**src/design/spc_div_cell.sv**
```systemverilog
module spc_div_cell #(
    parameter int NUM_W = 63,
    parameter int DEN_W = 48
) (
    input  logic             clk,
    input  logic [DEN_W-1:0] rem_in,
    input  logic [NUM_W-1:0] quo_in,
    input  logic [DEN_W-1:0] den,
    output logic [DEN_W-1:0] rem_out,
    output logic [NUM_W-1:0] quo_out
);

    logic [DEN_W:0]   trial;
    logic [DEN_W:0]   diff;
    logic             ge;
    logic [DEN_W-1:0] rem_next;
    logic [NUM_W-1:0] quo_next;
    logic [DEN_W-1:0] rem_reg;
    logic [NUM_W-1:0] quo_reg;

    // Bring down the next dividend bit and try a subtract
    assign trial = {rem_in, quo_in[NUM_W-1]};
    assign diff  = trial - {1'b0, den};
    assign ge    = (trial >= {1'b0, den});

    assign rem_next = ge ? diff[DEN_W-1:0] : trial[DEN_W-1:0];
    assign quo_next = {quo_in[NUM_W-2:0], ge};

    // Advance to the neighbor
    always_ff @(posedge clk)
    begin
        rem_reg <= rem_next;
        quo_reg <= quo_next;
    end

    assign rem_out = rem_reg;
    assign quo_out = quo_reg;

endmodule

```
**config.mk**
```make
export PLATFORM = sky130hd
export DESIGN_NAME = spc_div_cell
export DESIGN_NICKNAME = d
export VERILOG_FILES = /design/src/design/spc_div_cell.sv
export SDC_FILE = /design/constraint.sdc
export NUM_CORES = 1
export LEC_CHECK = 0
export ABC_AREA = 1
export ABC_CLOCK_PERIOD_IN_PS = 2000
export BUFFER_PORTS_ARGS = -buffer_cell sky130_fd_sc_hd__buf_2
export CAP_MARGIN = 20
export CORE_MARGIN = 2
export CORE_UTILIZATION = 48
export DETAILED_ROUTE_END_ITERATION = 10
export MAX_ROUTING_LAYER = met4
export PLACE_DENSITY = 0.87
export REMOVE_ABC_BUFFERS = 1
export SLEW_MARGIN = 20
export SYNTH_ARGS = -nofsm -noshare
export SYNTH_HDL_FRONTEND = slang
export SYNTH_SLANG_ARGS = --single-unit
export TNS_END_PERCENT = 100
```
**constraint.sdc**
```tcl
create_clock -name clk -period 2 [get_ports clk]
set_input_delay 0 -clock clk [delete_from_list [all_inputs] [get_ports clk]]
set_output_delay 0 -clock clk [all_outputs]
set_load 0.03 [all_outputs]
```
After elaboration in Yosys (flattened, before gate mapping)
Cells that the tools add are included.
{"block": "op_classes", "add_sub_neg": 1, "order_cmp": 1, "n_mux": 1}
{"operator": "$ge A49 B48 Y1", "n": 1}
{"operator": "$mux W48", "n": 1}
{"operator": "$sub A48 B48 Y48", "n": 1}
{"block": "word_totals", "ff_bits": 111}

Longest topological paths before layout
{"block": "depth", "word_depth": 2, "mapped_depth": 17, "mapped_depth_nobuf": 16}

Least setup slack after synthesis
OpenSTA, ideal clock, no wires.
{"block": "synth_timing", "kind": "input-to-reg", "startpoint": "input port den[9]", "endpoint": "register rem_reg[12] (netlist: rem_out[12])", "arrival_ns": 1.501, "required_time_ns": 1.886, "setup_slack_ns": 0.385, "cell_stages": 11, "path_buffers": 2, "cell_sequence": "inv_1 -> ha_1 -> nand2_2 -> nor2_4 -> nand2_1 -> nor4b_2 -> nand3_1 -> buf_2 -> buf_2 -> nand4_1 -> nand2_1"}
{"block": "synth_between", "elab_chain_len": 2, "word_cells_on_any_way": 3}
{"element": "start: declaration", "line_no": "8", "rtl": "input logic [DEN_W-1:0] den,"}
{"element": "$sub A48 B48 Y48 / $ge A49 B48 Y1 (equally long branches)", "line_no": "23, 24"}
{"element": "$mux W48 (*)", "line_no": "26", "rtl": "assign rem_next = ge ? diff[DEN_W-1:0] : trial[DEN_W-1:0];"}
{"element": "named net rem_next[12]", "line_no": "16", "rtl": "logic [DEN_W-1:0] rem_next;"}
{"element": "end signal: assignment", "line_no": "32", "rtl": "rem_reg <= rem_next;"}
{"element": "end: declaration", "line_no": "18", "rtl": "logic [DEN_W-1:0] rem_reg;"}
Mark *: on every way through the listed nets, which the timed path passes. The rest lies on a longest branch.

Worst setup path after layout
{"block": "layout_timing", "startpoint": "input port rem_in[20]", "endpoint": "register rem_reg[26] (netlist: rem_out[26])"}
{"block": "layout_between", "elab_chain_len": 2, "word_cells_on_any_way": 3}
{"element": "start: declaration", "line_no": "6", "rtl": "input logic [DEN_W-1:0] rem_in,"}
{"element": "$sub A48 B48 Y48 / $ge A49 B48 Y1 (equally long branches)", "line_no": "23, 24"}
{"element": "$mux W48 (*)", "line_no": "26"}
{"element": "named net rem_next[26]", "line_no": "16"}
Marks and branches as above.

==> impl_metrics.py <==
metrics = {
    "timing": {
        "min_period_ns": 1.80,
        "rsz0062_at_grt": "no",
        "hold_viol": 0,
        "fin_ws_ns": 0.200,
        "tightest_slew_ns": 0.388,
        "drv_slew": 0,
        "fin_crit_sh_pct": 90.0,
        "fmax_mhz": 555,
        "setup_viol": 0,
        "relSlewSlack_pct": 74.0,
    },
    "synth": {
        "ys_ff_latch": 111,
        "syn_inst": 1253,
        "yosysWarnings": 0,
        "yosysUniqueCellTypes": 29,
        "syn_area_um2": 7420,
        "synth_area_leaders": "dfxtp_1 (30%), nand2_1 (26%), inv_1 (14%), ha_1 (8.1%), nor2_1 (5.1%)",
        "synth_area_leader_cell": "dfxtp_1",
        "ys_seq_area_share_pct": 29.9,
        "syn_avg_cell_area_um2": 5.92,
        "synth_top_area_share_pct": 29.9,
    },
    "worst_setup_path": {
        "path_buf_inv": 2,
        "cp-end-kind": "flip-flop",
        "cp_slowest_cell": "ha_1",
        "critPathTopFamily": "simple AND/OR/NAND/NOR gates",
        "crit_cells": 11,
        "required_ns": 2.29,
        "startpoint": "rem_in[20]",
        "crit_path_frequent_cell": "nand2_1",
        "crit_fanout": 17,
        "critPathKind": "input port to flip-flop",
        "critical_path.endpoint": "rem_out[26]",
        "arrival_ns": 2.09,
        "start_kind": "input port",
        "slowest_delay_ns": 0.37,
        "crit_chain": "buf_2, ha_1, nand2_1, nor2_1, nand2_1, nor2_1, nand3_2, nand3_2, buf_4, nand2_1, nand2_1",
    },
    "clocking": {
        "clock-sinks": 111,
        "cts_max_path_buffers": 2,
        "post_cts_buffers": 0,
        "ctsRootBufferMaster": "clkbuf_16",
        "cts_tree": "done",
        "ctsHtreeMaxLevel": 3,
        "cts_buffers": 9,
        "clk_pin_slew_ns": 0.08,
        "cts_resized": 0,
    },
    "pwr": {
        "power.share.combinational_pct": 39.7,
        "power.share.clock_pct": 25.5,
        "powerDensity_nw_per_um2": 679,
        "internal_power_mw": 4.41,
        "p_sw_share_pct": 40.0,
        "seqPwrFrac_pct": 34.7,
        "net-switching-power_mw": 2.94,
        "ir_drop_v": 0.000471,
        "p_leak_nw": 6.61,
    },
    "layout": {
        "drive_gt1_share_pct": 21.5,
        "finalNonFillerCells": 1882,
        "final_cell_mix": "nand2_1 (519), inv_1 (276), buf_2 (270), dfxtp_1 (111), dlygate4sd3_1 (110)",
        "fill_cells": 1239,
        "num_antenna_cells": 0,
        "final_common_cell": "nand2_1",
        "final_nets": 1898,
        "syn_to_final_growth_pct": 46.0,
        "multi_input_area_um2": 4050,
        "seqCellArea_um2": 2220,
    },
    "global_route": {
        "grt_pass1_wl_um": 48300,
        "grt_pass1_vias": 9309,
        "grt_antenna_before_repair": 0,
        "gr-total-overflow": 0,
        "grt_max_degree": 49,
        "grt_use_total_pct": 39.3,
    },
    "routing": {
        "first_iter_violations": 665,
        "ant_nets": 0,
        "drc": 0,
        "post_drt_wl_per_cell_um": 16.9,
        "vias_per_cell": 5.05,
        "routed_wl_um": 31800,
        "dr.pass1.iters": 6,
        "num_vias": 9508,
    },
    "floorplanning": {
        "die_y_um": 128,
        "initial_core_util_pct": 49.0,
        "die_w_um": 128,
        "coreArea_um2": 15100,
        "pin_count": 271,
        "dieArea_um2": 16500,
        "num_rows": 45,
    },
    "place": {
        "placed_cells": 1756,
        "gp_congestion": 0.980,
        "post-dp-hpwl_um": 21500,
        "port_buffers": 270,
        "place_ws_ns": -0.110,
    },
    "status": {
        "status": "complete, no violations",
    },
    "job": {
        "max_cap_violations": 0,
    },
    "min_path": {
        "holdCritPathClass": "input port to flip-flop",
    },
}
## sequential cells by signal, indices dropped and copies added (netlist names)
signal,count
rem_out,48
quo_out,63
## power by group through the flow
stage | clock, mW | sequential [mW] | combinational [mW]
after floorplan | 0 | 3.13 | 1.13
after global placement | 0 | 2.58 | 2.61
after detailed placement | 0 | 2.58 | 2.64
after CTS | 1.85 | 2.53 | 2.82
after global routing | 1.98 | 2.57 | 3.16
final | 1.88 | 2.55 | 2.92
## worst min-delay path, cell delays in order
cell	delay [ns]
buf_2	0.08
ha_1	0.13
inv_1	0.05
nand2_1	0.07
nand2_1	0.05
## timing repair
item,in CTS,in global routing
endpoints found under the hold margin,110,0
hold buffers,110,0
setup endpoints to repair,0,0
## cell type report
cell class / instances / area share (%)
multi-input combinational: 843 / 37.4
timing repair buffer: 446 / 27.5
sequential: 111 / 20.5
inverter: 278 / 9.63
tap: 188 / 2.17
clock buffer: 10 / 2.11
clock inverter: 6 / 0.623
## Yosys cell counts, drive strengths merged
library cell,instances
nand2,521
inv,278
dfxtp,111
nor2,102
nand4,59
ha,48
nand3,47
a21oi,27
xor2,23
buf,16
clkbuf,5
nor3,4
o21bai,4
xnor2,2
a31oi,1
and2,1
fa,1
nor4,1
nor4b,1
or2,1
## worst min-delay path by stage
stage                          start          end  cells past startpoint
after floorplan            quo_in[9]  quo_out[10]                      0
after global placement    quo_in[33]  quo_out[34]                      1
after detailed placement  quo_in[46]  quo_out[47]                      1
after CTS                     den[0]   rem_out[0]                      5
after global routing          den[0]   rem_out[0]                      5
final                         den[0]   rem_out[0]                      5
## routing by layer
layer  vias up  track usage, %  wire [µm]
met2       460            65.6      15000
met3       120            8.57       2640
met5         -               -          0
met1      4300            44.0      12500
li1       4628               -          -
met4         0            21.0       1660
## metrics by stage
step	total power [mW]	setup TNS [ns]	hold slack, ns	instance area [µm²]	util, %
6_report	7.35	0	0.0661	10800	71.5
5_1_grt	7.70	0	0.110	10800	71.5
4_1_cts	7.20	0	0.0254	10800	71.5
3_5_place_dp	5.22	-2.69	0.104	9440	62.3
3_3_place_gp	5.19	-4.21	0.102	9440	62.3
2_1_floorplan	4.26	-58.33	0.0277	7310	-
## logic make-up after synthesis
logic type / synth area share (%)
DFF: 29.9
adders and majority gates: 8.36
and+or+nand+nor: 40.8
xor gates and xnor gates: 2.95
buffers and inverters: 15.5
AOI/OAI and AO/OA: 2.36
Note: power is estimated with default switching activity, not from simulation.
