==> src/design/spc_sqrt_cell.sv <==
module spc_sqrt_cell #(
    parameter int ROOT_W = 32
) (
    input  logic                  clk,
    input  logic [2*ROOT_W-1:0]   rad_in,
    input  logic [ROOT_W+1:0]     rem_in,
    input  logic [ROOT_W-1:0]     root_in,
    output logic [2*ROOT_W-1:0]   rad_out,
    output logic [ROOT_W+1:0]     rem_out,
    output logic [ROOT_W-1:0]     root_out
);

    logic [ROOT_W+3:0]   shifted;
    logic [ROOT_W+3:0]   trial;
    logic [ROOT_W+3:0]   diff;
    logic                ge;
    logic [2*ROOT_W-1:0] rad_next;
    logic [ROOT_W+1:0]   rem_next;
    logic [ROOT_W-1:0]   root_next;
    logic [2*ROOT_W-1:0] rad_reg;
    logic [ROOT_W+1:0]   rem_reg;
    logic [ROOT_W-1:0]   root_reg;

    // Bring down two radicand bits and test the next root bit
    assign shifted = {rem_in, rad_in[2*ROOT_W-1:2*ROOT_W-2]};
    assign trial   = {2'b00, root_in, 2'b01};
    assign diff    = shifted - trial;
    assign ge      = (shifted >= trial);

    assign rem_next  = ge ? diff[ROOT_W+1:0] : shifted[ROOT_W+1:0];
    assign root_next = {root_in[ROOT_W-2:0], ge};
    assign rad_next  = {rad_in[2*ROOT_W-3:0], 2'b00};

    // Advance to the neighbor
    always_ff @(posedge clk)
    begin
        rad_reg  <= rad_next;
        rem_reg  <= rem_next;
        root_reg <= root_next;
    end

    assign rad_out  = rad_reg;
    assign rem_out  = rem_reg;
    assign root_out = root_reg;

endmodule

==> config.mk <==
export PLATFORM = sky130hd
export DESIGN_NAME = spc_sqrt_cell
export DESIGN_NICKNAME = d
export VERILOG_FILES = /design/src/design/spc_sqrt_cell.sv
export SDC_FILE = /design/constraint.sdc
export NUM_CORES = 1
export LEC_CHECK = 0
export ABC_AREA = 0
export BUFFER_PORTS_ARGS = -buffer_cell sky130_fd_sc_hd__buf_4
export CAP_MARGIN = 20
export CORE_UTILIZATION = 45
export DETAILED_ROUTE_END_ITERATION = 8
export PLACE_DENSITY_LB_ADDON = 0.15
export SLEW_MARGIN = 10
export SYNTH_ARGS = -nofsm -noshare
export SYNTH_HDL_FRONTEND = slang
export SYNTH_SLANG_ARGS = --single-unit
==> constraint.sdc <==
create_clock -name clk -period 3.6 [get_ports clk]
set_input_delay 0.54 -clock clk [delete_from_list [all_inputs] [get_ports clk]]
set_output_delay 0.54 -clock clk [all_outputs]
set_load 0.03 [all_outputs]
After elaboration in Yosys (flattened, before gate mapping) --
Index checks and enable logic that the tools add are counted.
Storage, ports and cells: register bits after elaboration 128, word-level logic and storage cells 6
Operators by class: $add $sub $neg 1, magnitude comparators 1, muxes and demuxes 1
Operators by type and width (count):
- $ge 36x34->1 | 1
- $mux 34 | 1
- $sub 34x34->34 | 1

Logic depth before layout (Yosys ltp) --
Gate-level depths: netlist (run 1).
word-level depth 2, depth in mapped cells 13, depth with buffers taken out 10

Least setup slack after synthesis (run 1) --
Ideal clock, no wire load.
path kind input port to flip-flop, from in root_in[9], to reg rem_reg[27] (netlist: rem_out[27]), data arrival time 2.522 ns, required time 3.479 ns, setup slack 0.956 ns, stages on the path 10, buffers on the path 0, path through inv_1 ha_1 a21o_1 a31o_1 a211oi_4 o211ai_2 a21bo_2 mux2i_1 o221ai_1 mux2_4
On the way: longest elaborated chain between the ends 2
RTL lines:
- start, declared | line 7 | input logic [ROOT_W-1:0] root_in,
- $sub 34x34->34 / $ge 36x34->1 (equally long branches) | line 27, 28
- $mux 34 (*) | line 30 | assign rem_next = ge ? diff[ROOT_W+1:0] : shifted[ROOT_W+1:0];
- net rem_next[27] | line 18 | logic [ROOT_W+1:0] rem_next;
- end signal, assigned | line 38 | rem_reg <= rem_next;
- end, declared | line 21 | logic [ROOT_W+1:0] rem_reg;
Mark *: on every way through the listed nets, which the timed path passes. The rest lies on a longest branch.

Final worst setup path (run 1) --
from in rem_in[15], to reg rem_reg[12] (netlist: rem_out[12])
On the way: longest elaborated chain between the ends 2
RTL lines:
- start, declared | line 6 | input logic [ROOT_W+1:0] rem_in,
- $ge 36x34->1 | line 28 | assign ge = (shifted >= trial);
- $mux 34 | line 30
- net rem_next[12] | line 18
The timed path passes the listed nets, and every way through them passes these cells.

==> results_dict.tcl, run 1 <==
set metrics [dict create \
    syn_inst 507 \
    cts.path.max_buffers 2 \
    clockRootBuffer "clkbuf_8" \
    cts_buffers 17 \
    final.min_clock_period_ps 2660 \
    n_fill_cell 823 \
    cp-end-kind "flop" \
    multiInputGateArea_mm2 0.00222 \
    cts.repair.resized 0 \
    via_count 4622 \
    grt_pass1_vias 4514 \
    finalSetupViolCount 0 \
    yosys.cell_types.count 62 \
    cts_tree "built" \
    final_core_util_pct 70.5 \
    gr-total-overflow 0 \
    postCtsSetupBuffers 0 \
    port_buffers 258 \
    vias_per_cell 5.00 \
    worst_pin_slew_ps 501 \
    hold_buffers 0 \
    holdCritPathClass "primary input to flop" \
    place_congestion 0.892 \
    async_reset_ff_share_pct 0 \
    netlist_area_mm2 0.00503 \
    antenna-diode-count 0 \
    critical_path_class "primary input to flop" \
    drt_wl_total_um 14100 \
    fp.coreArea_mm2 0.0109 \
    fin_crit_sh_pct 74.0 \
    ant_nets 0 \
    dr.pass1.iters 5 \
    hold_viol 0 \
    ir_drop_uv 433 \
    synth_edf_count 0 \
    max_freq_mhz 376 \
    setup.worst_path.end "rem_out[12]" \
    antenna_found_initial 0 \
    syn_to_final_growth_pct 52.6 \
    drive_gt1_share_pct 40.1 \
    rows 38 \
    p_leak_nw 3.80 \
    register_area_mm2 0.00256 \
    yosysTopAreaCell "dfxtp_1" \
    finalSetupTns_ps 0 \
    wire_per_inst_um 15.3 \
    cp.arrival_ps 3060 \
    yosys_warnings 0 \
    start_util_pct 46.2 \
    pin_count 261 \
    cts-htree-levels 4 \
    ys_seq_area_share_pct 50.9 \
    grt_pass1_wl_um 21900 \
    grt_max_degree 29 \
    die_area_mm2 0.0116 \
    die_w_um 108 \
    ys.flop_type "dfxtp_1" \
    rsz0062_at_grt "false" \
    worstSetupStartpointType "primary input" \
    status "finished clean" \
    relSlewSlack_pct 66.2 \
    synthTopCellsByArea "dfxtp_1, ha_1, nand2_1" \
    drt-initial-drc-count 224 \
    synth_area_per_cell_um2 9.93 \
    grt_use_total_pct 24.7 \
    fp.dieH_um 108 \
    cp_max_fo 28 \
    dp_hpwl_um 10800 \
    synth.ff_latch_count 128 \
    drc 0 \
    max-cap-violations 0 \
    power_density_mw_per_mm2 578 \
    worstPathRequired_ps 3990 \
    nets 936 \
    startpoint "rem_in[15]" \
    synth_top_area_share_pct 50.9 \
    maxSlewViolCount 0 \
    cts.clk_slew.worst_paths_ps 60 \
    clock-sinks 128 \
]
## layout by cell type, fill, tap and decap left out, types with 16 or more instances in the layout
master     instances
buf_4            260
dfxtp_1          128
nand2_1           58
inv_1             42
o21ai_0           41
ha_1              34
a21oi_1           28
a21o_1            19
nor2_1            18
clkbuf_16         16
## where the power goes
| group | internal [mW] | switching (mW) |
|---|---|---|
| logic | 0.442 | 0.637 |
| registers | 1.56 | 0.0405 |
| clock network | 1.09 | 0.669 |
## through the flow
step                      cells  cell area [um2]  worst slack [ps]  power, mW  hold WS [ps]
after floorplan             508             5040               956       2.28           568
after global placement      892             7070               510       2.69           645
after detailed placement    892             7070               432       2.70           646
after CTS                   924             7680               958       4.47          78.7
after global routing        924             7680               689       4.62          80.9
final                       924             7680               937       4.44           109
## cells in the mapped netlist (all sizes together), types with 2 or more instances
library cell / instances
a211oi: 2
a21boi: 2
a21o: 20
a21oi: 28
a31o: 2
a31oi: 5
and2: 5
and3: 5
buf: 9
clkbuf: 7
dfxtp: 128
ha: 34
inv: 42
mux2i: 4
nand2: 58
nand2b: 5
nand3: 6
nand4: 7
nor2: 18
nor3: 10
o211ai: 3
o21a: 3
o21ai: 46
o221ai: 2
o31a: 2
o31ai: 5
o41ai: 3
xnor2: 14
xor2: 13
## worst min-delay path by stage
stage | slack [ps] | from | cells after the start | end
after floorplan | 570 | rad_in[8] | 0 | rad_out[10]
after global placement | 640 | rad_in[28] | 1 | rad_out[30]
after detailed placement | 650 | rad_in[54] | 1 | rad_out[56]
after CTS | 80 | rad_in[54] | 1 | rad_out[56]
after global routing | 80 | rad_in[16] | 1 | rad_out[18]
final | 110 | rad_in[54] | 1 | rad_out[56]
## layout make-up
| cell class | count | share of cell area (%) |
|---|---|---|
| timing repair buffer | 260 | 25.4 |
| clock inverter | 13 | 2.31 |
| tap | 140 | 2.28 |
| inverter | 43 | 2.12 |
| clock buffer | 19 | 5.62 |
| multi-input combinational | 321 | 28.9 |
| sequential | 128 | 33.4 |
## worst max-delay path, cell delays in order
cell and delay (ps):
buf_4 110, ha_1 390, a21o_1 250, a221oi_1 320
o31a_1 200, o221ai_1 140, a211oi_1 190, o21a_2 390
buf_4 340, o21ai_0 160
## cells by family (layout without fill, tap and decap cells)
family / Yosys count / in the layout / share of synthesized area [%]
flip-flops: 128 / 128 / 50.9
AND/OR/NAND/NOR: 120 / 120 / 11.1
adder cells (fa/ha/maj): 34 / 34 / 8.45
other: 1 / 2 / 0.0745
AO/OA/AOI/OAI: 133 / 133 / 18.5
multiplexers: 5 / 5 / 1.09
buffers and inverters: 59 / 335 / 5.12
XOR/XNOR: 27 / 27 / 4.70
## registers in the layout, indices dropped and copies added (netlist names)
| register | count |
|---|---|
| root_out | 32 |
| rem_out | 34 |
| rad_out | 62 |
## per-layer routing
| metal | share of wire [%] | vias to the layer above | track usage [%] |
|---|---|---|---|
| met5 | 0 | - | 0 |
| met4 | 1.4 | 0 | 8.32 |
| met3 | 7.5 | 22 | 7.99 |
| met2 | 54 | 200 | 46.1 |
| met1 | 37 | 2130 | 25.9 |
| li1 | - | 2270 | - |
Note: power is estimated with default switching activity, not from simulation.
==> run 2, diff against run 1 <==
CORE_UTILIZATION = 41   (was 45)
clock period = 2.2 ns   (was 3.6 ns; I/O delays follow)
==> run 2 against run 1 <==
Die area is 9.6% higher. Wire length up 24%. Clock power up 60%. Count of clock-buffer cells in the layout decreased by 1. Highest routed layer unchanged.
==> results_dict.tcl, run 2 (synthesized netlist as in run 1, its figures left out) <==
set metrics [dict create \
    min_delay_path_depth 1 \
    clock-sinks 128 \
    die_w_um 113 \
    register_area_mm2 0.00256 \
    worstPathRequired_ps 2510 \
    power_frac_comb_pct 28.4 \
    final_core_util_pct 76.2 \
    ir_drop_uv 443 \
    start_util_pct 41.9 \
    multiInputGateArea_mm2 0.00248 \
    place_congestion 0.878 \
    fin_crit_sh_pct 97.4 \
    cts-htree-levels 4 \
    nets 1075 \
    final.min_clock_period_ps 2140 \
    drt-initial-drc-count 218 \
    n_fill_cell 802 \
    gr-total-overflow 0 \
    fp.dieH_um 113 \
    status "finished clean" \
    worstSetupStartpointType "primary input" \
    cts_tree "built" \
    pin_count 261 \
    grt_use_total_pct 25.5 \
    finalSetupViolCount 0 \
    power_density_mw_per_mm2 830 \
    syn_to_final_growth_pct 81.9 \
    slowest_delay_ps 310 \
    final_common_cell "buf_4" \
    cp_max_fo 7 \
    dp_hpwl_um 11800 \
    cts.path.max_buffers 2 \
    pwr-share-seq_pct 34.6 \
    rows 40 \
    cp.arrival_ps 2450 \
    p_clk_share_pct 37.1 \
    worstHoldStart "rad_in[20]" \
    antenna_found_initial 0 \
    hold_viol 0 \
    cts.clk_slew.worst_paths_ps 60 \
    max-cap-violations 0 \
    totalPowerFinal_mw 7.60 \
    vias_per_cell 4.81 \
    clockRootBuffer "clkbuf_16" \
    holdCritPathClass "primary input to flop" \
    netSwitchingFraction_pct 31.2 \
    maxSlewViolCount 0 \
    grt_pass1_vias 5111 \
    die_area_mm2 0.0127 \
    grt_max_degree 23 \
    fp.coreArea_mm2 0.0120 \
    p_leak_nw 4.46 \
    slowest_stage "a211oi_4" \
    drt_wl_total_um 17600 \
    layout_common_cells "buf_4, dfxtp_1, nand2_1" \
    grt_pass1_wl_um 25000 \
    dr.pass1.iters 4 \
    netSwitchingPower_mw 2.37 \
    wire_per_inst_um 16.4 \
    cp_cell_sequence "buf_4 -> inv_12 -> ha_4 -> a21o_1 -> a31o_1 -> a211oi_4 -> o211ai_2 -> a21bo_2 -> mux2i_1 -> o221ai_1 -> mux2_4" \
    cts_buffers 17 \
    startpoint "root_in[9]" \
    internal_power_mw 5.23 \
    final_area_mm2 0.00916 \
    largest_reg_flops 62 \
    antenna-diode-count 0 \
    critical_path_class "primary input to flop" \
    dpl-instance-area_mm2 0.00788 \
    drc 0 \
    via_count 5148 \
    ant_nets 0 \
    cp-end-kind "flop" \
    max_freq_mhz 467 \
    drive_gt1_share_pct 46.9 \
    port_buffers 258 \
]
[run 2: cell count changes in the layout (fill, tap and decap cells not counted), moves of 3 or more]
cell	previous run	this run
buf_4	260	343
dlygate4sd3_1	0	52
ha_1	34	20
inv_1	42	39
a21oi_1	28	23
ha_4	0	13
a21oi_2	0	5
[run 2: layout make-up]
type                       count  share of cell area (%)
multi-input combinational    321                    27.1
inverter                      43                    1.95
clock buffer                  18                    4.69
clock inverter                14                    1.72
tap                          147                    2.01
timing repair buffer         399                    34.5
sequential                   128                    28.0
[run 2: final timing paths]
check | to | slack (ps)
min | rad_out[22] | 10
max | rem_out[27] | 60
[run 2: through the flow]
stage,hold slack [ps],setup slack (ps),TNS (ps),std cells
floorplan,358,-94.0,-253,508
global placement,435,-477,-11360,984
detailed placement,435,-510,-13430,984
CTS,0.0878,6.79,0,1046
global route,-1.99,-2.27,-2.27,1070
finish,14.6,57.7,0,1070
[run 2: per-layer routing]
metal,routed length (um),vias up,global-route usage (%)
li1,-,2546,-
met3,1140,40,8.09
met1,6790,2366,26.4
met5,0,-,0
met2,9210,196,47.5
met4,437,0,9.96
[run 2: worst max-delay path, delay by kind of cell]
family / cells / cell delay (ps)
muxes: 2 / 430
adders and majority gates: 1 / 260
AOI/OAI and AO/OA: 6 / 1270
buffers and inverters: 2 / 160
[run 2: power by group through the flow]
stage	logic, mW	clock network, mW	registers, mW
after floorplan	0.643	0	3.13
after global placement	1.97	0	2.66
after detailed placement	2.00	0	2.67
after CTS	2.06	2.83	2.62
after global routing	2.29	2.97	2.64
final	2.16	2.82	2.63
[run 2: repair_timing]
item                                    4_1_cts  5_1_grt
buffers inserted                              0        1
resized for setup                             3       20
endpoints found under the setup margin        3       31
cloned                                        0        1
endpoints found under the hold margin        30       22
hold buffers                                 30       22
pin swaps                                     0        5
==> run 3, diff against run 2 <==
CORE_ASPECT_RATIO = 1.75   (was default)
==> run 3 against run 2 <==
Sequential power hardly changed. Design area down 4.6%. Critical path depth did not move. Largest cell class unchanged.
==> results_dict.tcl, run 3 (synthesized netlist as in run 1, its figures left out) <==
set metrics [dict create \
    cp-end-kind "flop" \
    gr-total-overflow 0 \
    whs_ps 21.1 \
    grt_pass1_vias 5061 \
    drt_wl_total_um 16100 \
    maxSlewViolCount 0 \
    worstHoldStart "rad_in[23]" \
    setup.worst_path.end "rem_out[27]" \
    start_util_pct 41.9 \
    grt_max_degree 21 \
    cts.clk_slew.worst_paths_ps 60 \
    fin_ws_ps 70.1 \
    holdCritPathClass "primary input to flop" \
    finalSetupViolCount 0 \
    max_freq_mhz 470 \
    finalSetupTns_ps 0 \
    cts_buffers 17 \
    n_fill_cell 899 \
    pin_count 261 \
    antenna-diode-count 0 \
    startpoint "root_in[9]" \
    cp_cell_sequence "buf_4 -> inv_12 -> ha_4 -> a21o_1 -> a31o_1 -> a211oi_4 -> o211ai_2 -> a21bo_2 -> mux2i_1 -> o221ai_1 -> mux2_4" \
    nets 1026 \
    wire_per_inst_um 15.5 \
    drt-initial-drc-count 187 \
    cp.arrival_ps 2430 \
    fin_crit_sh_pct 96.8 \
    slowest_delay_ps 300 \
    critical_path_class "primary input to flop" \
    cp_max_fo 6 \
    rows 53 \
    final_common_cell "buf_4" \
    clock-sinks 128 \
    port_buffers 258 \
    dr.pass1.iters 6 \
    place_congestion 0.945 \
    syn_to_final_growth_pct 73.6 \
    final.min_clock_period_ps 2130 \
    fp.coreArea_mm2 0.0120 \
    dp_hpwl_um 12900 \
    clockRootBuffer "clkbuf_16" \
    crit_buf_inv 2 \
    cpLargestDelayFamily "compound AO/OA/AOI/OAI gates" \
    hold_viol 0 \
    largest_reg_flops 62 \
    status "finished clean" \
    rsz0062_at_grt "true" \
    totalPowerFinal_mw 7.72 \
    layout_common_cells "buf_4, dfxtp_1, nand2_1" \
    grt_pass1_wl_um 23700 \
    worstSetupStartpointType "primary input" \
    cts.path.max_buffers 2 \
    cts-htree-levels 4 \
    max-cap-violations 0 \
    postCtsSetupBuffers 0 \
    antenna_found_initial 0 \
    cts_tree "built" \
    worstPathRequired_ps 2500 \
    cp_num_cells 11 \
    drive_gt1_share_pct 50.7 \
    die_w_um 85.8 \
    die_area_mm2 0.0127 \
    slowest_stage "a211oi_4" \
    fp.dieH_um 149 \
    ant_nets 0 \
    vias_per_cell 4.80 \
    drc 0 \
    p_leak_nw 4.27 \
    via_count 4991 \
    grt_use_total_pct 24.4 \
    power_density_mw_per_mm2 884 \
    ir_drop_uv 527 \
    place_ws_ps -440 \
]
==> run 3: changes by cell type in the layout (fill, tap and decap cells not counted), moves of 3 or more <==
cell	before	now
ha_2	1	5
dlygate4sd3_1	52	1
ha_1	20	17
buf_4	343	346
==> run 3: worst min path at each step <==
stage | endpoint | depth (start not counted)
after floorplan | rad_out[10] | 0
after global placement | rad_out[20] | 1
after detailed placement | rad_out[46] | 1
after CTS | rad_out[25] | 1
after global routing | rad_out[24] | 1
final | rad_out[25] | 1
==> run 3: routing by layer <==
metal	share of wire (%)	up-vias	GRT usage [%]
li1	-	2459	-
met1	33	2293	21.3
met2	59	207	50.9
met3	5.6	32	5.49
met4	2.1	0	9.50
met5	0	-	0
==> run 3: timing repair <==
action,CTS,global route
pin swaps,0,15
hold buffers,0,1
endpoints found under the setup margin,2,34
resized for setup,0,32
hold endpoints to repair,0,1
==> run 3: metrics by stage <==
step,utilization [%],cells,cell area (um2)
global placement,66.1,1007,7940
finish,72.8,1039,8740
CTS,71.4,1039,8570
floorplan,-,508,5210
detailed placement,66.1,1007,7940
global route,72.8,1039,8740
==> run 3: report_power, final <==
part	internal, mW	leakage [nW]	switching, mW	total, mW
Combinational	0.939	2.87	1.14	2.08
Clock	1.92	0.313	1.10	3.02
Sequential	2.55	1.08	0.0692	2.62
==> run 3: area by class of cell <==
type                       count  area (um2)  area share (%)
timing repair buffer         350        2650            30.3
clock buffer                  18         429            4.91
clock inverter                14         205            2.35
sequential                   128        2560            29.3
multi-input combinational    321        2510            28.7
tap                          165         206            2.36
inverter                      43         179            2.05
