===== src/design/spc_pkg.sv =====
package spc_pkg;

    // Default data width of positions, errors and rates (Q24.8 at 32 bits)
    localparam int DATA_WIDTH_DEF = 32;

    // Register widths
    localparam int GAIN_W     = 24;
    localparam int ACCEL_W    = 31;
    localparam int FLOOR_W    = 32;
    localparam int CEIL_W     = 31;
    localparam int CFG_DATA_W = 32;
    localparam int REG_IDX_W  = 2;

    // Step time field width and scale
    localparam int STEP_W = 20;
    localparam logic [STEP_W-1:0] MICROS_PER_S = 20'd1000000;

    // Gain is Q8.16; gain squared carries twice the fraction bits
    localparam int GAIN_FRAC  = 16;
    localparam int DIST_SHIFT = 2 * GAIN_FRAC;

    // Register indexes of the write port
    typedef enum logic [REG_IDX_W-1:0] {
        REG_GAIN  = 2'd0,
        REG_ACCEL = 2'd1,
        REG_FLOOR = 2'd2,
        REG_CEIL  = 2'd3
    } spc_reg_idx_t;

    function automatic int max_int(input int a, input int b);
        return (a > b) ? a : b;
    endfunction

endpackage


===== src/design/spc_front.sv =====
module spc_front #(
    parameter int DATA_WIDTH = spc_pkg::DATA_WIDTH_DEF
) (
    input  logic                                clk,
    input  logic                                rst_n,
    input  logic                                in_valid,
    input  logic signed [DATA_WIDTH-1:0]        target_position,
    input  logic signed [DATA_WIDTH-1:0]        measured_position,
    input  logic [spc_pkg::STEP_W-1:0]          step_time_us,
    input  logic signed [spc_pkg::FLOOR_W-1:0]  error_floor,
    input  logic [spc_pkg::CEIL_W-1:0]          error_ceiling,
    output logic                                vld,
    output logic [DATA_WIDTH-1:0]               err,
    output logic [DATA_WIDTH-1:0]               mag,
    output logic                                neg,
    output logic [spc_pkg::STEP_W-1:0]          dt
);

    localparam int CMP_W = spc_pkg::max_int(DATA_WIDTH, spc_pkg::FLOOR_W) + 1;

    logic signed [DATA_WIDTH:0]     diff;
    logic                           ovf;
    logic signed [DATA_WIDTH-1:0]   sat_err;
    logic signed [CMP_W-1:0]        sat_x;
    logic signed [CMP_W-1:0]        floor_x;
    logic signed [CMP_W-1:0]        ceil_x;
    logic signed [CMP_W-1:0]        clamp_x;
    logic [DATA_WIDTH-1:0]          err_next;
    logic [DATA_WIDTH-1:0]          mag_next;
    logic                           vld_reg;
    logic [DATA_WIDTH-1:0]          err_reg;
    logic [DATA_WIDTH-1:0]          mag_reg;
    logic                           neg_reg;
    logic [spc_pkg::STEP_W-1:0]     dt_reg;

    // Form the error and saturate it to the data width
    assign diff = {target_position[DATA_WIDTH-1], target_position}
                - {measured_position[DATA_WIDTH-1], measured_position};
    assign ovf = diff[DATA_WIDTH] ^ diff[DATA_WIDTH-1];
    assign sat_err = ovf ? {diff[DATA_WIDTH], {(DATA_WIDTH-1){~diff[DATA_WIDTH]}}}
                         : diff[DATA_WIDTH-1:0];

    // Clamp against the active error limits
    assign sat_x   = CMP_W'(sat_err);
    assign floor_x = CMP_W'(error_floor);
    assign ceil_x  = CMP_W'({1'b0, error_ceiling});

    always_comb
    begin
        priority if (floor_x[CMP_W-1] && (sat_x < floor_x))
        begin
            clamp_x = floor_x;
        end
        else if ((error_ceiling != '0) && (sat_x > ceil_x))
        begin
            clamp_x = ceil_x;
        end
        else
        begin
            clamp_x = sat_x;
        end
    end

    assign err_next = clamp_x[DATA_WIDTH-1:0];
    assign mag_next = err_next[DATA_WIDTH-1] ? (~err_next + 1'b1) : err_next;

    // Hold request valid
    always_ff @(posedge clk or negedge rst_n)
    begin
        if (!rst_n)
        begin
            vld_reg <= 1'b0;
        end
        else
        begin
            vld_reg <= in_valid;
        end
    end

    // Capture error, magnitude and step time
    always_ff @(posedge clk)
    begin
        err_reg <= err_next;
        mag_reg <= mag_next;
        neg_reg <= err_next[DATA_WIDTH-1];
        dt_reg  <= step_time_us;
    end

    assign vld = vld_reg;
    assign err = err_reg;
    assign mag = mag_reg;
    assign neg = neg_reg;
    assign dt  = dt_reg;

endmodule


===== config.mk =====
export PLATFORM = sky130hd
export DESIGN_NAME = spc_front
export DESIGN_NICKNAME = d
export VERILOG_FILES = /design/src/design/spc_pkg.sv /design/src/design/spc_front.sv
export SDC_FILE = /design/constraint.sdc
export NUM_CORES = 1
export LEC_CHECK = 0
export ABC_AREA = 1
export CORE_AREA = 2 2 90 157
export DETAILED_ROUTE_END_ITERATION = 10
export DIE_AREA = 0 0 92 159
export DONT_BUFFER_PORTS = 1
export GPL_TIMING_DRIVEN = 0
export MAX_ROUTING_LAYER = met4
export PLACE_DENSITY = 0.79
export RECOVER_POWER = 25
export SYNTH_ARGS = -nofsm -noshare
export SYNTH_HDL_FRONTEND = slang
export SYNTH_SLANG_ARGS = --single-unit

===== constraint.sdc =====
create_clock -name clk -period 0.8 [get_ports clk]
set_input_delay 0.08 -clock clk [delete_from_list [all_inputs] [get_ports clk]]
set_output_delay 0.08 -clock clk [all_outputs]
set_load 0.02 [all_outputs]

==> results.txt, run 1 <==
Post-synth EDFFs: 0
Synth Area in Simple Gates: 0.3248
cells after synthesis: 1229
largest net degree at the start of global routing: 15
yosys warns: 0
GP Congestion: 0.9843
Max Root-Sink Buffers: 2
Cell Rows: 56
Synth Area in Compound Gates: 0.1330
Synth Area in Adders: 0.1577
Post-Synth XOR/XNOR Area: 0.02149
Starting Density: 0.5816
outcome: stopped before the end
largest family of logic cells by synthesized area: simple AND/OR/NAND/NOR gates
total global-route track usage: 0.6748
Synth Register Bits: 84
root buffer cell: clkbuf_16
register area share after synthesis: 0.2178
failing step: 5_1_grt
HPWL Detailed: 19780 µm
tool error: [ERROR GRT-0232] Routing congestion too high. Check the congestion heatmap in the GUI.
Clock Sinks: 84
chip width: 92 µm
grt repair worst endpoint: mag[17]$_DFF_P_/D
cell area after synthesis: 0.007742 mm²
Distinct cells, synth: 51
# IOs: 236
die height: 159 µm
worst_ep kind: register input
fraction of registers with async set/reset: 0.01190
Port Buffers: 0
Max H-tree Level: 3
CTS Buf Count: 9
Avg Cell Area, Syn: 6.300 µm²
post-synth net total: 1476
grt ovf: 2
initial antenna violation count: 2
multiplexer share of the synthesized area: 0
Primary FF master, synth: dfxtp_1
[synthesized netlist by cell type, types with 10 or more instances]
master | instances | area, µm²
nand4_1 | 50 | 312.8
o21ai_1 | 12 | 60.06
a21oi_1 | 75 | 375.4
o21ai_0 | 60 | 300.3
buf_2 | 10 | 50.05
nand2_1 | 353 | 1325
dfxtp_1 | 83 | 1662
ha_1 | 96 | 1201
xor2_1 | 16 | 140.1
nand2_2 | 16 | 100.1
nand3_1 | 47 | 235.2
nor2_1 | 66 | 247.7
inv_1 | 237 | 889.6
[logic make-up after synthesis]
family	count (synthesis)
xor+xnor	19
compound gates	182
fa+ha+maj	97
simple gates	571
buf+inv	276
flops	84
[per-stage QoR]
stage,setup TNS [ns],std cells,area (µm²),util,setup slack (ns)
4_1_cts,-251.13,1549,10620,0.7974,-4.381
3_3_place_gp,-306.21,1403,8222,0.6176,-5.400
3_5_place_dp,-309.63,1403,8222,0.6176,-5.465
2_1_floorplan,-239.85,1229,8004,-,-4.163
[per-layer routing]
metal | GRT overflow | track usage
met1 | 0 | 0.6377
met3 | 0 | 0.3952
met4 | 0 | 0.7056
met2 | 2 | 0.8991
met5 | - | -
[what timing repair did]
action	CTS
pin swaps	76
cloned	6
buffers inserted	102
hold endpoints to repair	30
endpoints found under the setup margin	149
hold buffers	23
gates resized for setup	321
==> run 2, diff against run 1 <==
--- a/config.mk
+++ b/config.mk
@@ -6,13 +6,12 @@
 export NUM_CORES = 1
 export LEC_CHECK = 0
 export ABC_AREA = 1
-export CORE_AREA = 2 2 90 157
+export CORE_AREA = 2 2 143 145
 export DETAILED_ROUTE_END_ITERATION = 10
-export DIE_AREA = 0 0 92 159
+export DIE_AREA = 0 0 145 147
 export DONT_BUFFER_PORTS = 1
 export GPL_TIMING_DRIVEN = 0
-export MAX_ROUTING_LAYER = met4
-export PLACE_DENSITY = 0.79
+export PLACE_DENSITY_LB_ADDON = 0.15
 export RECOVER_POWER = 25
 export SYNTH_ARGS = -nofsm -noshare
 export SYNTH_HDL_FRONTEND = slang
==> constraint.sdc (replaced) <==
create_clock -name clk -period 1 [get_ports clk]
set_input_delay 0.1 -clock clk [delete_from_list [all_inputs] [get_ports clk]]
set_output_delay 0.1 -clock clk [all_outputs]
set_load 0.02 [all_outputs]
==> run 2 against run 1 <==
  * The flow now finishes, with violations (hold timing, setup timing)
  * Synthesized area stayed put
  * Synthesized cell count stayed put
==> results.txt, run 2 <==
# IOs: 236 (unchanged)
die height: 147 µm (-7.5%)
slowest stage cell, crit path: fa_2
Rel. slew slack: 0.6730
Post-synth EDFFs: 0 (unchanged)
final setup TNS: -233.23 ns
commonest cells in the synthesized netlist: nand2_1, inv_1, ha_1
cell area after synthesis: 0.007742 mm² (unchanged)
max FFs per register: 32
maxcap violations: 0
top-area cell type share of the netlist area: 0.2146 (unchanged)
core area: 0.01984 mm²
Worst Setup Slack, final: -4.118 ns
share of cells above drive strength 1: 0.3333
Max Root-Sink Buffers: 2 (unchanged)
cell count after placement: 1499 (+6.8%)
RSZ-0062 raised after global routing: true
PD cells: 2766 mW/mm²
worst hold path class: input port to register
area post-placement: 0.008342 mm² (+1.5%)
Max H-tree Level: 3 (unchanged)
outcome: complete, but fails checks
crit-path max FO: 6
dominant cell by count in the synthesized netlist: nand2_1
Port Buffers: 0 (unchanged)
Cell Rows: 52 (-7.1%)
Routed Antenna Nets: 0
max incr delay on CP: 0.34 ns
worst slew pin tran: 0.4882 ns
Final Max Slew Viols: 0
Fmax: 195.4 MHz
Hold Path Depth: 2
Avg Cell Area, Syn: 6.300 µm² (unchanged)
Setup crit end kind: register
Crit Path Category: input port to register
cells after synthesis: 1229 (unchanged)
cell mode on critical path: buf_4
root buffer cell: clkbuf_16
critical path required time: 1.23 ns
Area contributors post-synth: dfxtp_1, nand2_1, ha_1, inv_1, a21oi_1
Layout area overhead: 44.80%
Final Power: 31.01 mW
clk slew on worst S/H paths: 0.06 ns
chip width: 145 µm (+58%)
DRC: 0
number of global-route vias before repair: 7921
register area share after synthesis: 0.2178 (unchanged)
Final nets: 1631
GP Congestion: 0.9012 (-8.4%)
Pre-Repair DR Iteration Count: 4
failing checks: hold timing, setup timing
pre-CTS WS: -5.102 ns (+0.3627 ns)
grt ovf: 0
Final period util: 5.118
most common cell after layout, fill and taps aside: nand2_1
area leader, netlist: dfxtp_1
fin area: 0.01121 mm²
final wirelength: 25960 µm
yosys warns: 0 (unchanged)
Synth Register Bits: 84 (unchanged)
first-pass GRT wire length: 39610 µm
fraction of registers with async set/reset: 0.01190 (unchanged)
die area: 0.02132 mm²
Max IR drop VDD: 1.240 mV
Leak: 5.748 nW
most frequent cells in the layout: nand2_1, inv_1, dfxtp_1
Util after Layout: 0.5649
CP Launch Type: input port
Vias/cell: 4.927
Starting Density: 0.3902 (-0.1914)
crit path DAT: 5.34 ns
HPWL Detailed: 20020 µm (+1.2%)
Non-Filler Instances: 1659
total global-route track usage: 0.2294
hold buffer count at CTS: 23 (unchanged)
post-synth net total: 1476 (unchanged)
Final Hold Fails: 3
Final min period: 5.118 ns
hold_ws: -0.05696 ns
CTS Buf Count: 9 (unchanged)
largest net degree at the start of global routing: 15
endpoints failing setup: 65
number of diodes: 0
Primary FF master, synth: dfxtp_1
Distinct cells, synth: 51 (unchanged)
routed len/inst: 15.65 µm
DR iter-0 viols: 288
CTS tree: yes
vias post-DR: 8174
Clock Sinks: 84 (unchanged)
initial antenna violation count: 0
[run 2: cell counts after synthesis]
Identical to the previous run, type by type.
[run 2: worst paths after layout]
check | start | endpoint | slack, ns
setup / recovery | target_position[0] | mag[25]$_DFF_P_ | -4.12
max in group asynchronous | rst_n | vld$_DFF_PN0_ | 0.38
hold / removal | error_floor[26] | err[26]$_DFF_P_ | -0.06
min in group asynchronous | rst_n | vld$_DFF_PN0_ | 0.51
[run 2: logic make-up after synthesis]
group | after synthesis | synth area share
adders and majority gates | 97 | 0.1577
and+or+nand+nor | 571 | 0.3248
xor gates and xnor gates | 19 | 0.02149
AOI/OAI and AO/OA | 182 | 0.1330
DFF | 84 | 0.2178
buffers and inverters | 276 | 0.1451
[run 2: repair_timing]
action                                  CTS  global route
setup buffers                           110            26
pin swaps                                72            68
endpoints found under the hold margin    30             4
gates resized for setup                 222           156
endpoints found under the setup margin   65            64
cloned                                    7             1
[run 2: final cells by class]
cell class / instances / area, µm²
sequential: 84 / 1687
buffer: 31 / 367.9
clock buffer: 10 / 229.0
clock inverter: 6 / 62.56
timing repair buffer: 142 / 1358
tap: 270 / 337.8
multi-input combinational: 871 / 6217
fill: 1832 / 8633
inverter: 245 / 952.2
[run 2: critical path: cells and delay by family]
family | cells | cell delay, ns
simple gates | 16 | 1.21
compound gates | 3 | 0.18
buf+inv | 30 | 3.10
fa+ha+maj | 3 | 0.73
[run 2: power breakdown]
| group | internal [mW] | switching (mW) | total, mW | leakage, nW |
|---|---|---|---|---|
| Sequential | 4.80 | 2.23 | 7.03 | 0.711 |
| Combinational | 9.06 | 11.7 | 20.8 | 4.89 |
| Clock | 1.93 | 1.24 | 3.18 | 0.147 |
| Total | 15.8 | 15.2 | 31.0 | 5.75 |
[run 2: layer usage]
| layer | vias up | track usage | wire [µm] |
|---|---|---|---|
| met1 | 3599 | 0.2749 | 10900 |
| met5 | - | 0 | 0 |
| li1 | 4247 | - | - |
| met3 | 60 | 0.03230 | 1330 |
| met4 | 0 | 0.09455 | 1056 |
| met2 | 268 | 0.4129 | 12680 |
Note: power is estimated with default switching activity, not from simulation.
==> run 3, diff against run 2 <==
--- a/config.mk
+++ b/config.mk
@@ -11,6 +11,7 @@
 export DIE_AREA = 0 0 145 147
 export DONT_BUFFER_PORTS = 1
 export GPL_TIMING_DRIVEN = 0
+export MAX_ROUTING_LAYER = met4
 export PLACE_DENSITY_LB_ADDON = 0.15
 export RECOVER_POWER = 25
 export SYNTH_ARGS = -nofsm -noshare
==> run 3 against run 2 <==
  * The run still ends with hold timing, setup timing left
  * Utilization increased by 3.3 points
  * Fmax fell by 2.8%
  * Power grew 11%
  * Hold slack worse by 0.0075 ns
  * Sequential cell count unchanged
  * Non-clock buffer count up 31
  * Final cell count increased by 1.9%
  * First-iteration DRC count up 5.6%
  * Design area is 5.8% higher
  * Clock power increased by 8.5%
  * Critical endpoint is now mag[21]$_DFF_P_
  * Largest cell class unchanged
  * Largest power group unchanged
==> results.txt, run 3 (synthesis gave the netlist of run 2 again) <==
# IOs: 236 (unchanged)
Max IR drop VDD: 1.390 mV (+12%)
switch share: 0.4815 (-0.009228)
Max Root-Sink Buffers: 2 (unchanged)
slowest stage cell, crit path: or4_4
Final min period: 5.265 ns (+0.1468 ns)
maxcap violations: 0 (unchanged)
Crit Path Category: input port to register
Sequential Power Share: 0.204 (-0.023)
number of diodes: 0 (unchanged)
share of cells above drive strength 1: 0.3563 (+0.02300)
Leak: 6.040 nW (+5.1%)
fin area: 0.01187 mm² (+5.8%)
PD cells: 2902 mW/mm² (+4.9%)
max incr delay on CP: 0.52 ns (+0.18 ns)
final setup TNS: -244.41 ns (-11.18 ns)
vias post-DR: 8548 (+4.6%)
Routed Antenna Nets: 0 (unchanged)
failing checks: hold timing, setup timing
crit path DAT: 5.53 ns (+0.19 ns)
Max H-tree Level: 3 (unchanged)
root buffer cell: clkbuf_16
Comb pwr share: 0.696 (+0.025)
most frequent cells in the layout: nand2_1, inv_1, buf_4
initial antenna violation count: 0 (unchanged)
Vias/cell: 5.058 (+2.7%)
routed len/inst: 16.52 µm (+5.6%)
DRC: 0 (unchanged)
hold buffer count at CTS: 23 (unchanged)
chip width: 145 µm (unchanged)
final wirelength: 27920 µm (+7.5%)
Final nets: 1662 (+1.9%)
Layout area overhead: 53.26%
number of global-route vias before repair: 8409 (+6.2%)
critical path required time: 1.27 ns (+0.04 ns)
first-pass GRT wire length: 42150 µm (+6.4%)
GP Congestion: 0.9217 (+2.3%)
Final period util: 5.265 (+0.1468)
outcome: complete, but fails checks
grt ovf: 0 (unchanged)
RSZ-0062 raised after global routing: true
HPWL Detailed: 19930 µm (-0.41%)
CP Launch Type: input port
Clock Sinks: 84 (unchanged)
Fmax: 190.0 MHz (-2.8%)
worst slew pin tran: 0.5509 ns (+0.06269 ns)
internal power: 17.85 mW (+13%)
Worst Setup Slack, final: -4.265 ns (-0.1468 ns)
endpoints failing setup: 65 (unchanged)
total global-route track usage: 0.2506 (+0.02118)
Pre-Repair DR Iteration Count: 5 (+1)
largest net degree at the start of global routing: 15 (unchanged)
CTS Buf Count: 9 (unchanged)
die area: 0.02132 mm² (unchanged)
core area: 0.01984 mm² (unchanged)
Starting Density: 0.3902 (unchanged)
Final Hold Fails: 3 (unchanged)
Rel. slew slack: 0.6310 (-0.04199)
Final Max Slew Viols: 0 (unchanged)
cell mode on critical path: nand2_1
clk slew on worst S/H paths: 0.06 ns (about the same)
DR iter-0 viols: 304 (+5.6%)
Setup crit end kind: register
Port Buffers: 0 (unchanged)
CTS tree: yes
worst hold path class: input port to register
Cell Rows: 52 (unchanged)
hold_ws: -0.06442 ns (-0.007462 ns)
most common cell after layout, fill and taps aside: nand2_1
Setup crit start: measured_position[17]
sw power: 16.58 mW (+8.9%)
max FFs per register: 32 (unchanged)
clock power share: 0.100 (-0.002)
area post-placement: 0.008342 mm² (unchanged)
hold_sp: error_floor[26]
die height: 147 µm (unchanged)
crit-path max FO: 7 (+1)
## run 3: metal layers
layer / routed length (µm) / GRT usage
met1: 11470 / 0.2833
met2: 13640 / 0.4383
met3: 1412 / 0.03385
met4: 1396 / 0.1213
met5: 0 / -
## run 3: through the flow
step | instances | worst slack (ns) | power (mW) | util | hold WS [ns]
after global placement | 1499 | -5.034 | 20.03 | 0.4204 | -0.1956
after global routing | 1690 | -4.569 | 36.62 | 0.5980 | -0.05468
after floorplan | 1229 | -3.983 | 17.04 | - | -0.1956
after CTS | 1658 | -4.095 | 31.11 | 0.5607 | -0.07386
final | 1690 | -4.265 | 34.43 | 0.5980 | -0.06442
after detailed placement | 1499 | -5.090 | 20.17 | 0.4204 | -0.1956
## run 3: worst paths after layout
path                                    to  slack, ns  cells after the start
hold / removal             err[26]$_DFF_P_      -0.06                      2
min in group asynchronous    vld$_DFF_PN0_       0.52                      2
max in group asynchronous    vld$_DFF_PN0_       0.38                      2
setup / recovery           mag[21]$_DFF_P_      -4.26                     40
## run 3: power by group through the flow
| stage | registers, mW | clock network, mW | logic [mW] |
|---|---|---|---|
| 2_1_floorplan | 6.92 | 0 | 10.1 |
| 3_3_place_gp | 7.13 | 0 | 12.9 |
| 3_5_place_dp | 7.13 | 0 | 13.0 |
| 4_1_cts | 7.07 | 3.53 | 20.5 |
| 5_1_grt | 7.14 | 3.66 | 25.8 |
| 6_report | 7.03 | 3.45 | 23.9 |
## run 3: repair_timing
action / 4_1_cts / 5_1_grt
cloned: 8 / 3
buffers inserted: 112 / 38
pin swaps: 110 / 81
endpoints found under the hold margin: 28 / 3
endpoints found under the setup margin: 65 / 65
gates resized for setup: 319 / 116
## run 3: worst max-delay path, delay by kind of cell
kind / cells / cell delay (ns)
compound gates: 8 / 1.43
fa+ha+maj: 3 / 0.86
buf+inv: 9 / 0.86
simple gates: 20 / 2.25
## run 3: final cells by class
class	count	area [µm²]
Fill cell	1771	7978
Multi-Input combinational cell	871	6471
Timing Repair Buffer	174	1710
Sequential cell	84	1687
Inverter	245	957.2
Buffer	30	386.6
Tap cell	270	337.8
Clock buffer	10	229.0
Clock inverter	6	87.58
